## src/design/cpwf_pkg.sv

```systemverilog
// types, codes and the crc-8 step shared by the framer modules
package cpwf_pkg;

   localparam logic [1:0] OP_CMD = 2'd0;
   localparam logic [1:0] OP_ARG = 2'd1;
   localparam logic [1:0] OP_RX  = 2'd2;

   localparam logic CSR_POLY = 1'b0;
   localparam logic CSR_INIT = 1'b1;

   localparam logic [7:0] POLY_RESET = 8'h31;
   localparam logic [7:0] INIT_RESET = 8'hFF;

   localparam logic KIND_TX = 1'b0;
   localparam logic KIND_RX = 1'b1;

   typedef struct packed {
      logic [1:0]  opcode;
      logic [15:0] word_in;
      logic [7:0]  byte_in;
      logic        item_last;
   } req_type;

   typedef struct packed {
      logic        kind;
      logic [7:0]  byte_out;
      logic [15:0] word_out;
      logic        crc_ok;
      logic        frame_error;
      logic        run_last;
   } rsp_type;

   typedef enum logic [1:0] {
      ENTRY_CMD,
      ENTRY_ARG,
      ENTRY_RX
   } entry_kind_type;

   typedef struct packed {
      entry_kind_type kind;
      logic [15:0]    word;
      logic [7:0]     crc;
      logic           ok;
      logic           fe;
      logic           last;
   } entry_type;

   function automatic logic [7:0] crc_feed(input logic [7:0] poly,
                                           input logic [7:0] crc,
                                           input logic [7:0] data);
      logic [7:0] v;
      v = crc ^ data;
      for (int k = 0; k < 8; k++) begin
         if (v[7]) begin
            v = {v[6:0], 1'b0} ^ poly;
         end else begin
            v = {v[6:0], 1'b0};
         end
      end
      return v;
   endfunction

endpackage

```

## src/design/cpwf_queue.sv

```systemverilog
// short register queue between front and back
module cpwf_queue #(
   parameter int DEPTH = 2
) (
   input  logic                clock,
   input  logic                reset,
   input  logic                push,
   input  cpwf_pkg::entry_type push_entry,
   output logic                full,
   input  logic                pop,
   output cpwf_pkg::entry_type head,
   output logic                empty
);

   localparam int PTR_W = (DEPTH > 1) ? $clog2(DEPTH) : 1;
   localparam int CNT_W = $clog2(DEPTH + 1);

   cpwf_pkg::entry_type slots_ff [DEPTH];
   logic [PTR_W-1:0] wr_ff, wr_in, rd_ff, rd_in;
   logic [CNT_W-1:0] count_ff, count_in;

   assign full  = (count_ff == CNT_W'(DEPTH));
   assign empty = (count_ff == '0);
   assign head  = slots_ff[rd_ff];

   always_comb begin
      wr_in    = wr_ff;
      rd_in    = rd_ff;
      count_in = count_ff;
      if (push) begin
         wr_in = (wr_ff == PTR_W'(DEPTH - 1)) ? '0 : wr_ff + 1'b1;
      end
      if (pop) begin
         rd_in = (rd_ff == PTR_W'(DEPTH - 1)) ? '0 : rd_ff + 1'b1;
      end
      if (push && !pop) begin
         count_in = count_ff + 1'b1;
      end else if (pop && !push) begin
         count_in = count_ff - 1'b1;
      end
   end

   always_ff @(posedge clock) begin
      if (reset) begin
         wr_ff    <= '0;
         rd_ff    <= '0;
         count_ff <= '0;
      end else begin
         wr_ff    <= wr_in;
         rd_ff    <= rd_in;
         count_ff <= count_in;
      end
      if (push) begin
         slots_ff[wr_ff] <= push_entry;
      end
   end

   a_count_bound: assert property (@(posedge clock) disable iff (reset)
      count_ff <= CNT_W'(DEPTH))
      else $error("queue count beyond depth");

   a_pop_nonempty: assert property (@(posedge clock) disable iff (reset)
      pop |-> !empty)
      else $error("pop from empty queue");

endmodule

```

## src/design/cpwf_front.sv

```systemverilog
// request intake: decode, receive triple tracking, receive crc and first argument crc step
module cpwf_front (
   input  logic                clock,
   input  logic                reset,
   input  logic                req_valid,
   output logic                req_ready,
   input  cpwf_pkg::req_type   req_data,
   input  logic [7:0]          crc_polynomial,
   input  logic [7:0]          crc_initial,
   input  logic                queue_full,
   output logic                push,
   output cpwf_pkg::entry_type push_entry
);

   logic [1:0] pos_ff, pos_in;
   logic [7:0] high_ff, high_in;
   logic [7:0] low_ff, low_in;
   logic [7:0] crc_ff, crc_in;
   logic       err_ff, err_in;
   logic       take;
   logic       err_next;

   assign req_ready = !queue_full;
   assign take      = req_valid && req_ready;

   always_comb begin
      pos_in     = pos_ff;
      high_in    = high_ff;
      low_in     = low_ff;
      crc_in     = crc_ff;
      err_in     = err_ff;
      push       = 1'b0;
      err_next   = err_ff;
      push_entry = '{kind: cpwf_pkg::ENTRY_CMD, word: req_data.word_in, crc: 8'h00,
                     ok: 1'b0, fe: 1'b0, last: req_data.item_last};
      if (take) begin
         unique case (req_data.opcode)
            cpwf_pkg::OP_CMD: begin
               push = 1'b1;
            end
            cpwf_pkg::OP_ARG: begin
               push            = 1'b1;
               push_entry.kind = cpwf_pkg::ENTRY_ARG;
               push_entry.crc  = cpwf_pkg::crc_feed(crc_polynomial, crc_initial,
                                                    req_data.word_in[15:8]);
            end
            cpwf_pkg::OP_RX: begin
               push_entry.kind = cpwf_pkg::ENTRY_RX;
               if (pos_ff == 2'd2) begin
                  err_next        = err_ff || (crc_ff != req_data.byte_in);
                  push            = 1'b1;
                  push_entry.word = {high_ff, low_ff};
                  push_entry.ok   = (crc_ff == req_data.byte_in);
                  push_entry.fe   = err_next;
                  pos_in          = 2'd0;
                  err_in          = req_data.item_last ? 1'b0 : err_next;
               end else if (pos_ff == 2'd1) begin
                  low_in          = req_data.byte_in;
                  crc_in          = cpwf_pkg::crc_feed(crc_polynomial, crc_ff,
                                                       req_data.byte_in);
                  pos_in          = 2'd2;
                  push_entry.word = {high_ff, req_data.byte_in};
                  push_entry.fe   = 1'b1;
                  if (req_data.item_last) begin
                     push   = 1'b1;
                     pos_in = 2'd0;
                     err_in = 1'b0;
                  end
               end else begin
                  high_in         = req_data.byte_in;
                  crc_in          = cpwf_pkg::crc_feed(crc_polynomial, crc_initial,
                                                       req_data.byte_in);
                  pos_in          = 2'd1;
                  push_entry.word = {req_data.byte_in, 8'h00};
                  push_entry.fe   = 1'b1;
                  if (req_data.item_last) begin
                     push   = 1'b1;
                     pos_in = 2'd0;
                     err_in = 1'b0;
                  end
               end
            end
            default: begin
               push = 1'b0;
            end
         endcase
      end
   end

   always_ff @(posedge clock) begin
      if (reset) begin
         pos_ff  <= 2'd0;
         high_ff <= 8'h00;
         low_ff  <= 8'h00;
         crc_ff  <= cpwf_pkg::INIT_RESET;
         err_ff  <= 1'b0;
      end else begin
         pos_ff  <= pos_in;
         high_ff <= high_in;
         low_ff  <= low_in;
         crc_ff  <= crc_in;
         err_ff  <= err_in;
      end
   end

   a_pos_range: assert property (@(posedge clock) disable iff (reset)
      pos_ff != 2'd3)
      else $error("triple position out of range");

endmodule

```

## src/design/cpwf_back.sv

```systemverilog
// result sequencer: expands queue entries into bus bytes and word results
module cpwf_back (
   input  logic                clock,
   input  logic                reset,
   input  logic [7:0]          crc_polynomial,
   input  cpwf_pkg::entry_type head,
   input  logic                empty,
   output logic                pop,
   output logic                rsp_valid,
   input  logic                rsp_ready,
   output cpwf_pkg::rsp_type   rsp_data
);

   logic [1:0]        idx_ff, idx_in;
   logic              rsp_valid_ff, rsp_valid_in;
   cpwf_pkg::rsp_type rsp_ff, rsp_in;
   logic              out_free;
   logic              emit;
   logic              final_res;

   assign out_free  = !rsp_valid_ff || rsp_ready;
   assign emit      = !empty && out_free;
   assign final_res = (head.kind == cpwf_pkg::ENTRY_RX)
                   || ((head.kind == cpwf_pkg::ENTRY_CMD) && (idx_ff == 2'd1))
                   || ((head.kind == cpwf_pkg::ENTRY_ARG) && (idx_ff == 2'd2));
   assign pop       = emit && final_res;

   always_comb begin
      rsp_in          = '0;
      rsp_in.run_last = final_res && head.last;
      if (head.kind == cpwf_pkg::ENTRY_RX) begin
         rsp_in.kind        = cpwf_pkg::KIND_RX;
         rsp_in.word_out    = head.word;
         rsp_in.crc_ok      = head.ok;
         rsp_in.frame_error = head.fe;
      end else begin
         rsp_in.kind = cpwf_pkg::KIND_TX;
         case (idx_ff)
            2'd0:    rsp_in.byte_out = head.word[15:8];
            2'd1:    rsp_in.byte_out = head.word[7:0];
            default: rsp_in.byte_out = cpwf_pkg::crc_feed(crc_polynomial, head.crc,
                                                         head.word[7:0]);
         endcase
      end
   end

   always_comb begin
      idx_in = idx_ff;
      if (emit) begin
         idx_in = final_res ? 2'd0 : idx_ff + 2'd1;
      end
      if (emit) begin
         rsp_valid_in = 1'b1;
      end else if (rsp_ready) begin
         rsp_valid_in = 1'b0;
      end else begin
         rsp_valid_in = rsp_valid_ff;
      end
   end

   always_ff @(posedge clock) begin
      if (reset) begin
         idx_ff       <= 2'd0;
         rsp_valid_ff <= 1'b0;
      end else begin
         idx_ff       <= idx_in;
         rsp_valid_ff <= rsp_valid_in;
      end
      if (emit) begin
         rsp_ff <= rsp_in;
      end
   end

   assign rsp_valid = rsp_valid_ff;
   assign rsp_data  = rsp_ff;

   a_idx_has_head: assert property (@(posedge clock) disable iff (reset)
      (idx_ff != 2'd0) |-> !empty)
      else $error("byte index running without a queued entry");

   a_idx_range: assert property (@(posedge clock) disable iff (reset)
      (idx_ff != 2'd3) && !((head.kind == cpwf_pkg::ENTRY_RX) && (idx_ff != 2'd0)))
      else $error("byte index out of range for entry");

endmodule

```

## src/design/crc_protected_word_framer.sv

```systemverilog
// top level of the crc-8 protected 16-bit word framer and deframer
//
//   port group  | dir | handshake             | payload
//   req_*       | in  | req_valid/req_ready   | req_data  (opcode, word_in, byte_in, item_last)
//   rsp_*       | out | rsp_valid/rsp_ready   | rsp_data  (kind, byte_out, word_out, ...)
//   csr_*       | in  | csr_valid/csr_ready   | csr_index, csr_data
//
// a request is taken while the queue has room; the back end
// sends one result a cycle unless rsp_ready holds it off: 2 for a command word,
// 3 for an argument word, 0 or 1 for a received byte
// a pushed entry goes through a queue slot and the result register before it shows on rsp_valid
// synchronous reset clears queue, receive state and the result valid flag;
// csr registers return to polynomial 0x31 and initial value 0xFF
// a stalled rsp_ready fills the queue, then req_ready drops
module crc_protected_word_framer #(
   parameter int QUEUE_DEPTH = 2
) (
   input  logic              clock,
   input  logic              reset,
   input  logic              req_valid,
   output logic              req_ready,
   input  cpwf_pkg::req_type req_data,
   output logic              rsp_valid,
   input  logic              rsp_ready,
   output cpwf_pkg::rsp_type rsp_data,
   input  logic              csr_valid,
   output logic              csr_ready,
   input  logic              csr_index,
   input  logic [7:0]        csr_data
);

   logic [7:0]          poly_ff;
   logic [7:0]          init_ff;
   logic                queue_full;
   logic                queue_empty;
   logic                push;
   logic                pop;
   cpwf_pkg::entry_type push_entry;
   cpwf_pkg::entry_type head;

   assign csr_ready = 1'b1;

   always_ff @(posedge clock) begin
      if (reset) begin
         poly_ff <= cpwf_pkg::POLY_RESET;
         init_ff <= cpwf_pkg::INIT_RESET;
      end else if (csr_valid) begin
         case (csr_index)
            cpwf_pkg::CSR_POLY: poly_ff <= csr_data;
            default:            init_ff <= csr_data;
         endcase
      end
   end

   cpwf_front u_front (
      .clock          (clock),
      .reset          (reset),
      .req_valid      (req_valid),
      .req_ready      (req_ready),
      .req_data       (req_data),
      .crc_polynomial (poly_ff),
      .crc_initial    (init_ff),
      .queue_full     (queue_full),
      .push           (push),
      .push_entry     (push_entry)
   );

   cpwf_queue #(
      .DEPTH (QUEUE_DEPTH)
   ) u_queue (
      .clock      (clock),
      .reset      (reset),
      .push       (push),
      .push_entry (push_entry),
      .full       (queue_full),
      .pop        (pop),
      .head       (head),
      .empty      (queue_empty)
   );

   cpwf_back u_back (
      .clock          (clock),
      .reset          (reset),
      .crc_polynomial (poly_ff),
      .head           (head),
      .empty          (queue_empty),
      .pop            (pop),
      .rsp_valid      (rsp_valid),
      .rsp_ready      (rsp_ready),
      .rsp_data       (rsp_data)
   );

endmodule
```

## config.mk

```make
export PLATFORM = sky130hd
export DESIGN_NAME = crc_protected_word_framer
export DESIGN_NICKNAME = d
export VERILOG_FILES = /design/src/design/cpwf_pkg.sv /design/src/design/cpwf_queue.sv /design/src/design/cpwf_front.sv /design/src/design/cpwf_back.sv /design/src/design/crc_protected_word_framer.sv
export SDC_FILE = /design/constraint.sdc
export NUM_CORES = 1
export LEC_CHECK = 0
export BUFFER_PORTS_ARGS = -buffer_cell sky130_fd_sc_hd__buf_2
export CELL_PAD_IN_SITES_DETAIL_PLACEMENT = 1
export CELL_PAD_IN_SITES_GLOBAL_PLACEMENT = 1
export CORE_ASPECT_RATIO = 2
export CORE_UTILIZATION = 30
export CTS_BUF_LIST = sky130_fd_sc_hd__clkbuf_4
export CTS_CLUSTER_DIAMETER = 150
export DETAILED_ROUTE_END_ITERATION = 12
export GPL_ROUTABILITY_DRIVEN = 0
export HOLD_SLACK_MARGIN = 0.12
export PLACE_DENSITY = 0.64
export SLEW_MARGIN = 20
export SYNTH_ARGS = -nofsm -noshare
export SYNTH_HDL_FRONTEND = slang
export SYNTH_SLANG_ARGS = --single-unit
```

## constraint.sdc

```tcl
create_clock -name clock -period 4.9 [get_ports clock]
set_input_delay 0.98 -clock clock [delete_from_list [all_inputs] [get_ports clock]]
set_output_delay 0.98 -clock clock [all_outputs]
set_load 0.01 [all_outputs]
```

-- Word-level counts from Yosys, hierarchy flattened
Memories as Yosys holds them, arrays and structs flattened. A register that Yosys moved wholly into a read port is not among the register bits.
Cells that the tools add are included.
- register bits: 78
- bits in latches: 0
- bits in writable memories: 58
- bits in read-only memories: 0
- bits of input ports: 41
- output and inout port bits: 31
- memories kept: 1
- memory list (name ; depth ; bits a word ; read ports ; clocked after memory_dff ; wr ports ; RTL line ; RTL):
    u_queue.slots_ff ; 2 ; 29 ; 1 ; 1 ; 1 ; cpwf_queue.sv:18 ; cpwf_pkg::entry_type slots_ff [DEPTH];
- $add $sub $neg: 5
- $mul: 0
- div/mod/pow operators: 0
- magnitude comparators: 0
- eq/ne operators: 11
- shift-type cells: 0
- muxes and demuxes: 150
- bitwise operators: 39
- reduce and logical (&&, ||, !) cells: 33
- operator list (kind ; number):
    $mux 8 ; 118
    $xor 8x8->8 ; 36
    $mux 16 ; 3
    $mux 28 ; 1
    $mux 1 ; 18
    $pmux 8 s2 ; 1
    $mux 2 ; 7
    $eq 2x2->1 const B ; 5
    $eq 2x1->1 const B ; 4
    $eq 8x8->1 ; 1
    $logic_and 1x1->1 ; 8
    $logic_not 2->1 ; 4
    $ne 8x8->1 ; 1
    $reduce_and 4->1 ; 2
    $reduce_and 2->1 ; 3
    $reduce_and 3->1 ; 2
    $reduce_bool 2->1 ; 3
    $logic_not 1->1 ; 5
    $add 2x1->2 const B ; 2
    $logic_or 1x1->1 ; 4
    $pmux 2 s2 ; 1
    $reduce_or 2->1 ; 2
    $not 1->1 ; 3
    $add 1x1->1 const B ; 2
    other kinds (2) ; 2

-- Depth between registers and ports, before layout
- word-level depth: 46
- gate-level depth with buffers: 17
- gate-level depth less buffers: 13

-- By module
Synthesis repeated with hierarchy kept, for this count alone.
- cell total of the unflattened synthesis: 1350
- area total of the unflattened synthesis: 11811.3 um^2
- modules (own cells, without submodules) (module ; instances ; cells each ; area each (um^2) ; seq. area each (um^2)):
    cpwf_front ; 1 ; 845 ; 5794.3 ; 540.5
    cpwf_back ; 1 ; 328 ; 3042.9 ; 900.9
    cpwf_queue ; 1 ; 112 ; 2297.2 ; 1841.8
    crc_protected_word_framer ; 1 ; 65 ; 676.9 ; 320.3

-- Worst setup path after synthesis
No wires, ideal clock.
- kind: input to register
- start: in req_data[6] (netlist name)
- end: reg u_front.crc_ff[5]
- setup time: 84 ps
- arrival time: 4394 ps
- data required time: 4816 ps
- path slack: 422 ps
- cell stages on the path: 15
- cells stage by stage: buf_2 -> xor2_1 -> xnor2_1 -> a21oi_1 -> or4_1 -> and3_1 -> o21a_1 -> nor4_2 -> o2111a_2 -> nor2_1 -> buf_6 -> or3_1 -> nand4_1 -> a21oi_1 -> o31ai_2
- longest elaborated chain between the ends: 45
- elaborated cells on any way between the ends: 89
- those cells by class: mux (73); bitwise (16)
- ends and longest elaborated chain (item ; RTL line ; RTL):
    start: declaration ; crc_protected_word_framer.sv:22 ; input cpwf_pkg::req_type req_data,
    $xor 8x8->8 ; cpwf_pkg.sv:52 ; v = crc ^ data;
    $xor 8x8->8 ; cpwf_pkg.sv:55 ; v = {v[6:0], 1'b0} ^ poly;
    $mux 8 ; cpwf_pkg.sv:54 ; if (v[7]) begin
    $mux 8 ; cpwf_front.sv:57 ; end else if (pos_ff == 2'd1) begin
    $mux 8 ; cpwf_front.sv:49 ; if (pos_ff == 2'd2) begin
    $mux 8 ; cpwf_front.sv:37 ; unique case (req_data.opcode)
    $mux 8 ; cpwf_front.sv:36 ; if (take) begin
    $xor 8x8->8 ; cpwf_pkg.sv:55 ;
    (+29 left out) ; n/a ;
    $mux 8 ; cpwf_pkg.sv:54 ;
    $mux 8 ; cpwf_front.sv:57 ;
    $mux 8 ; cpwf_front.sv:49 ;
    $mux 8 ; cpwf_front.sv:37 ;
    $mux 8 ; cpwf_front.sv:36 ;
    $xor 8x8->8 ; cpwf_pkg.sv:55 ;
    $mux 8 ; cpwf_pkg.sv:54 ;
    $mux 8 (*) ; cpwf_front.sv:57 ;
    end signal: assignment ; cpwf_front.sv:95 ; crc_ff <= cpwf_pkg::INIT_RESET;
    end signal: assignment ; cpwf_front.sv:101 ; crc_ff <= crc_in;
    end: declaration ; cpwf_front.sv:18 ; logic [7:0] crc_ff, crc_in;
Mark *: on every way between the ends. The rest lies on a longest branch, timed or not. The select of a mux whose other input is x is not followed.
A chain may end at the register's enable or synchronous reset.

==> flow_summary.json <==
{
  "drc": 0,
  "drtIter0Drc": 555,
  "tightest_slew_ns": 1.06,
  "setup_viol": 0,
  "multi_input_comb_area_um2": 7750,
  "endpoint": "u_back.rsp_data[20]",
  "rrSetupSlack_ns": 0.25,
  "vias": 11400,
  "grt_pass1_vias": 12000,
  "status": "completed",
  "crit_family": "simple AND/OR/NAND/NOR gates",
  "final_cell_mix": "223 x nand2_1, 148 x buf_4, 103 x nor2_1, 98 x xnor2_1, 94 x a21oi_1",
  "synth_top_area_share_pct": 21.7,
  "fin_skew_ns": 0.0357,
  "placed_cell_area_um2": 13600,
  "power.density_nw_per_um2": 509,
  "synth_ff_type": "edfxtp_1",
  "hold_violations": 0,
  "fin_util_pct": 35.7,
  "portBuffers": 70,
  "cts_tree": "done",
  "critical_path.startpoint_type": "flop",
  "crit_fanout": 13,
  "leakagePower_nw": 5.38,
  "cts_made_buffers": 17,
  "dp_hpwl_mm": 37.9,
  "coreArea_um2": 38900,
  "rows": 102,
  "path_cells": "xnor2_1, mux2i_2, nor2_1, a221oi_2, and3_1, nor3_1, o31a_1, or3_1, a211o_1, nand3_2, xnor3_1, and3_1, a211o_1",
  "drv_slew": 0,
  "synth_top_area_cell": "edfxtp_1",
  "reg2reg_from": "u_queue.slots_ff[1][17]",
  "synth_seq_area_share_pct": 30.3,
  "critical_path_arrival_ns": 5.01,
  "async_flop_share_pct": 0,
  "cp-startpoint": "u_queue.slots_ff[1][17]",
  "synthTopCellsByArea": "edfxtp_1 22%, dfxtp_1 8.6%, xnor2_1 7.2%",
  "maxCapViolations": 0,
  "final_cell_area_um2": 13900,
  "mostFrequentLayoutCell": "nand2_1",
  "crit_cells": 13,
  "ys_types": 101,
  "hold_buffers": 0,
  "synth_edf_count": 86,
  "firstDrtPassIters": 5,
  "path_buf_inv": 0,
  "avgSynthCellArea_um2": 8.46,
  "setup_ws_ns": 0.249,
  "synthCells": 1404,
  "avgRoutedWirePerCell_um": 22.8,
  "dp_slack_ns": -0.232,
  "grt_first_pass_wirelength_mm": 71.0,
  "clkSlewWorstSetupHoldPaths_ns": 0.15,
  "synth_area_um2": 11900,
  "max_freq_mhz": 215,
  "ys.warnings.count": 0,
  "ant_nets": 0,
  "cts_sinks": 137,
  "finalCriticalPeriod_ns": 4.65,
  "viasPerCell": 5.50,
  "tns_ns": 0,
  "rsz0062_at_grt": "no",
  "cts_root_buf": "clkbuf_4",
  "clockBufferDepth": 2,
  "die_w_um": 143,
  "slew_headroom_pct": 29.5,
  "gr-usage-all-layers_pct": 23.8,
  "fill_cells": 4673,
  "grt-ovfl-total": 0,
  "die_area_um2": 40400,
  "clock_latency_ns": 0.61,
  "worst_r2r_endpoint": "u_back.rsp_data[20]",
  "layout-drive-gt1-share_pct": 20.1,
  "crit_type": "reg2reg",
  "endpoint_kind": "flop",
  "antenna_found_initial": 1,
  "boundaryPins": 72,
  "start_util_pct": 30.5,
  "areaGrowthSynthToFinish_pct": 17.0,
  "cpPeakStageDelay_ns": 0.50,
  "dieHeight_um": 283,
  "seq_area_um2": 3610,
  "syn_nets": 1451,
  "grt_max_degree": 52,
  "nNetsFinal": 1590,
  "ys_ff_latch": 137,
  "min_path_type": "reg2reg",
  "ir_drop_mv": 0.190,
  "cp.required_ns": 5.26,
  "routed_wl_mm": 47.4,
  "reg2reg_depth": 13,
  "critical-path-slowest-cell": "xnor3_1",
  "fin_crit_sh_pct": 94.9,
  "htree_levels": 4
}
-- where the power goes --
part / internal, W / leakage [nW] / switching, W / total, W
Combinational: 0.00199 / 3.99 / 0.00266 / 0.00465
Sequential: 0.00153 / 1.23 / 0.0000993 / 0.00163
Clock: 0.000314 / 0.157 / 0.000485 / 0.000799
Total: 0.00383 / 5.38 / 0.00324 / 0.00707
-- worst min-delay path by stage --
stage | slack (ns) | endpoint | from | cells after the start
floorplan | 0.44 | u_front.high_ff[0] | u_front.high_ff[0] | 2
global placement | 0.44 | u_front.high_ff[2] | u_front.high_ff[2] | 2
detailed placement | 0.45 | u_front.high_ff[2] | u_front.high_ff[2] | 2
CTS | 0.47 | u_front.high_ff[2] | u_front.high_ff[2] | 2
global route | 0.48 | u_front.low_ff[3] | u_front.low_ff[3] | 2
finish | 0.47 | u_front.high_ff[2] | u_front.high_ff[2] | 2
-- cell type report --
cell class	count	share of cell area [%]
Clock inverter	15	1.18
Sequential cell	137	26.0
Antenna cell	1	0.0180
Clock buffer	17	0.918
Inverter	19	0.513
Tap cell	520	4.68
Timing Repair Buffer	221	10.9
Multi-Input combinational cell	1147	55.8
-- state kept, by name, summed over array words and instances (netlist names), named ones only --
signal            flops
u_queue.count_ff      2
u_front.err_ff        1
init_ff               8
u_front.pos_ff        2
u_front.high_ff       8
u_back.rsp_valid      1
u_back.idx_ff         2
u_queue.rd_ff         1
u_queue.wr_ff         1
u_front.crc_ff        8
poly_ff               8
u_front.low_ff        8
u_back.rsp_data      28
u_queue.slots_ff     58
-- worst min-delay path, delay by kind of cell, from the launching register on --
family / cells / cell delay [ns]
DFF: 1 / 0.34
AOI/OAI and AO/OA: 1 / 0.05
and+or+nand+nor: 1 / 0.05
-- Yosys cell counts, drive strengths merged (10+ instances only) --
library cell / count
nand2: 223
nor2: 108
xnor2: 104
a21oi: 95
nand3: 88
edfxtp: 86
o21ai: 84
clkbuf: 67
xor2: 55
dfxtp: 51
mux2i: 43
buf: 34
a211o: 23
xnor3: 23
and3: 22
nor3: 17
o211ai: 17
inv: 16
a211oi: 15
or3: 15
nand4: 13
o22ai: 13
a21o: 11
and2: 11
a32oi: 10
-- routing by layer --
metal  global-route usage [%]  vias to the layer above  part of all wire, %
li1                         -                     5379                    -
met1                     21.5                     5620                   33
met2                     44.8                      266                   54
met3                     2.24                      154                  2.4
met4                     23.5                        0                   11
met5                        0                        -                    0
-- metrics by stage --
step / total power, W / hold WS, ns / std cells
after floorplan: 0.00472 / 0.436 / 1404
after detailed placement: 0.00628 / 0.449 / 2044
after global routing: 0.00748 / 0.482 / 2077
after CTS: 0.00709 / 0.468 / 2076
final: 0.00707 / 0.467 / 2077
after global placement: 0.00618 / 0.442 / 2044
-- cells by family (layout without fill, tap and decap cells) --
kind of cell	Yosys count	count (layout)	share of synthesized area, %
flip-flops	137	137	30.3
AO/OA/AOI/OAI	363	363	21.0
buffers and inverters	120	272	4.45
AND/OR/NAND/NOR	539	539	21.1
multiplexers	52	52	4.77
adder cells (fa/ha/maj)	6	6	0.632
other	1	2	0.0316
XOR/XNOR	186	186	17.6
-- what timing repair did --
item / CTS / global route
setup endpoints to repair: 0 / 6
setup buffers: 0 / 0
gates resized for setup: 0 / 2
Note: power is estimated with default switching activity, not from simulation.
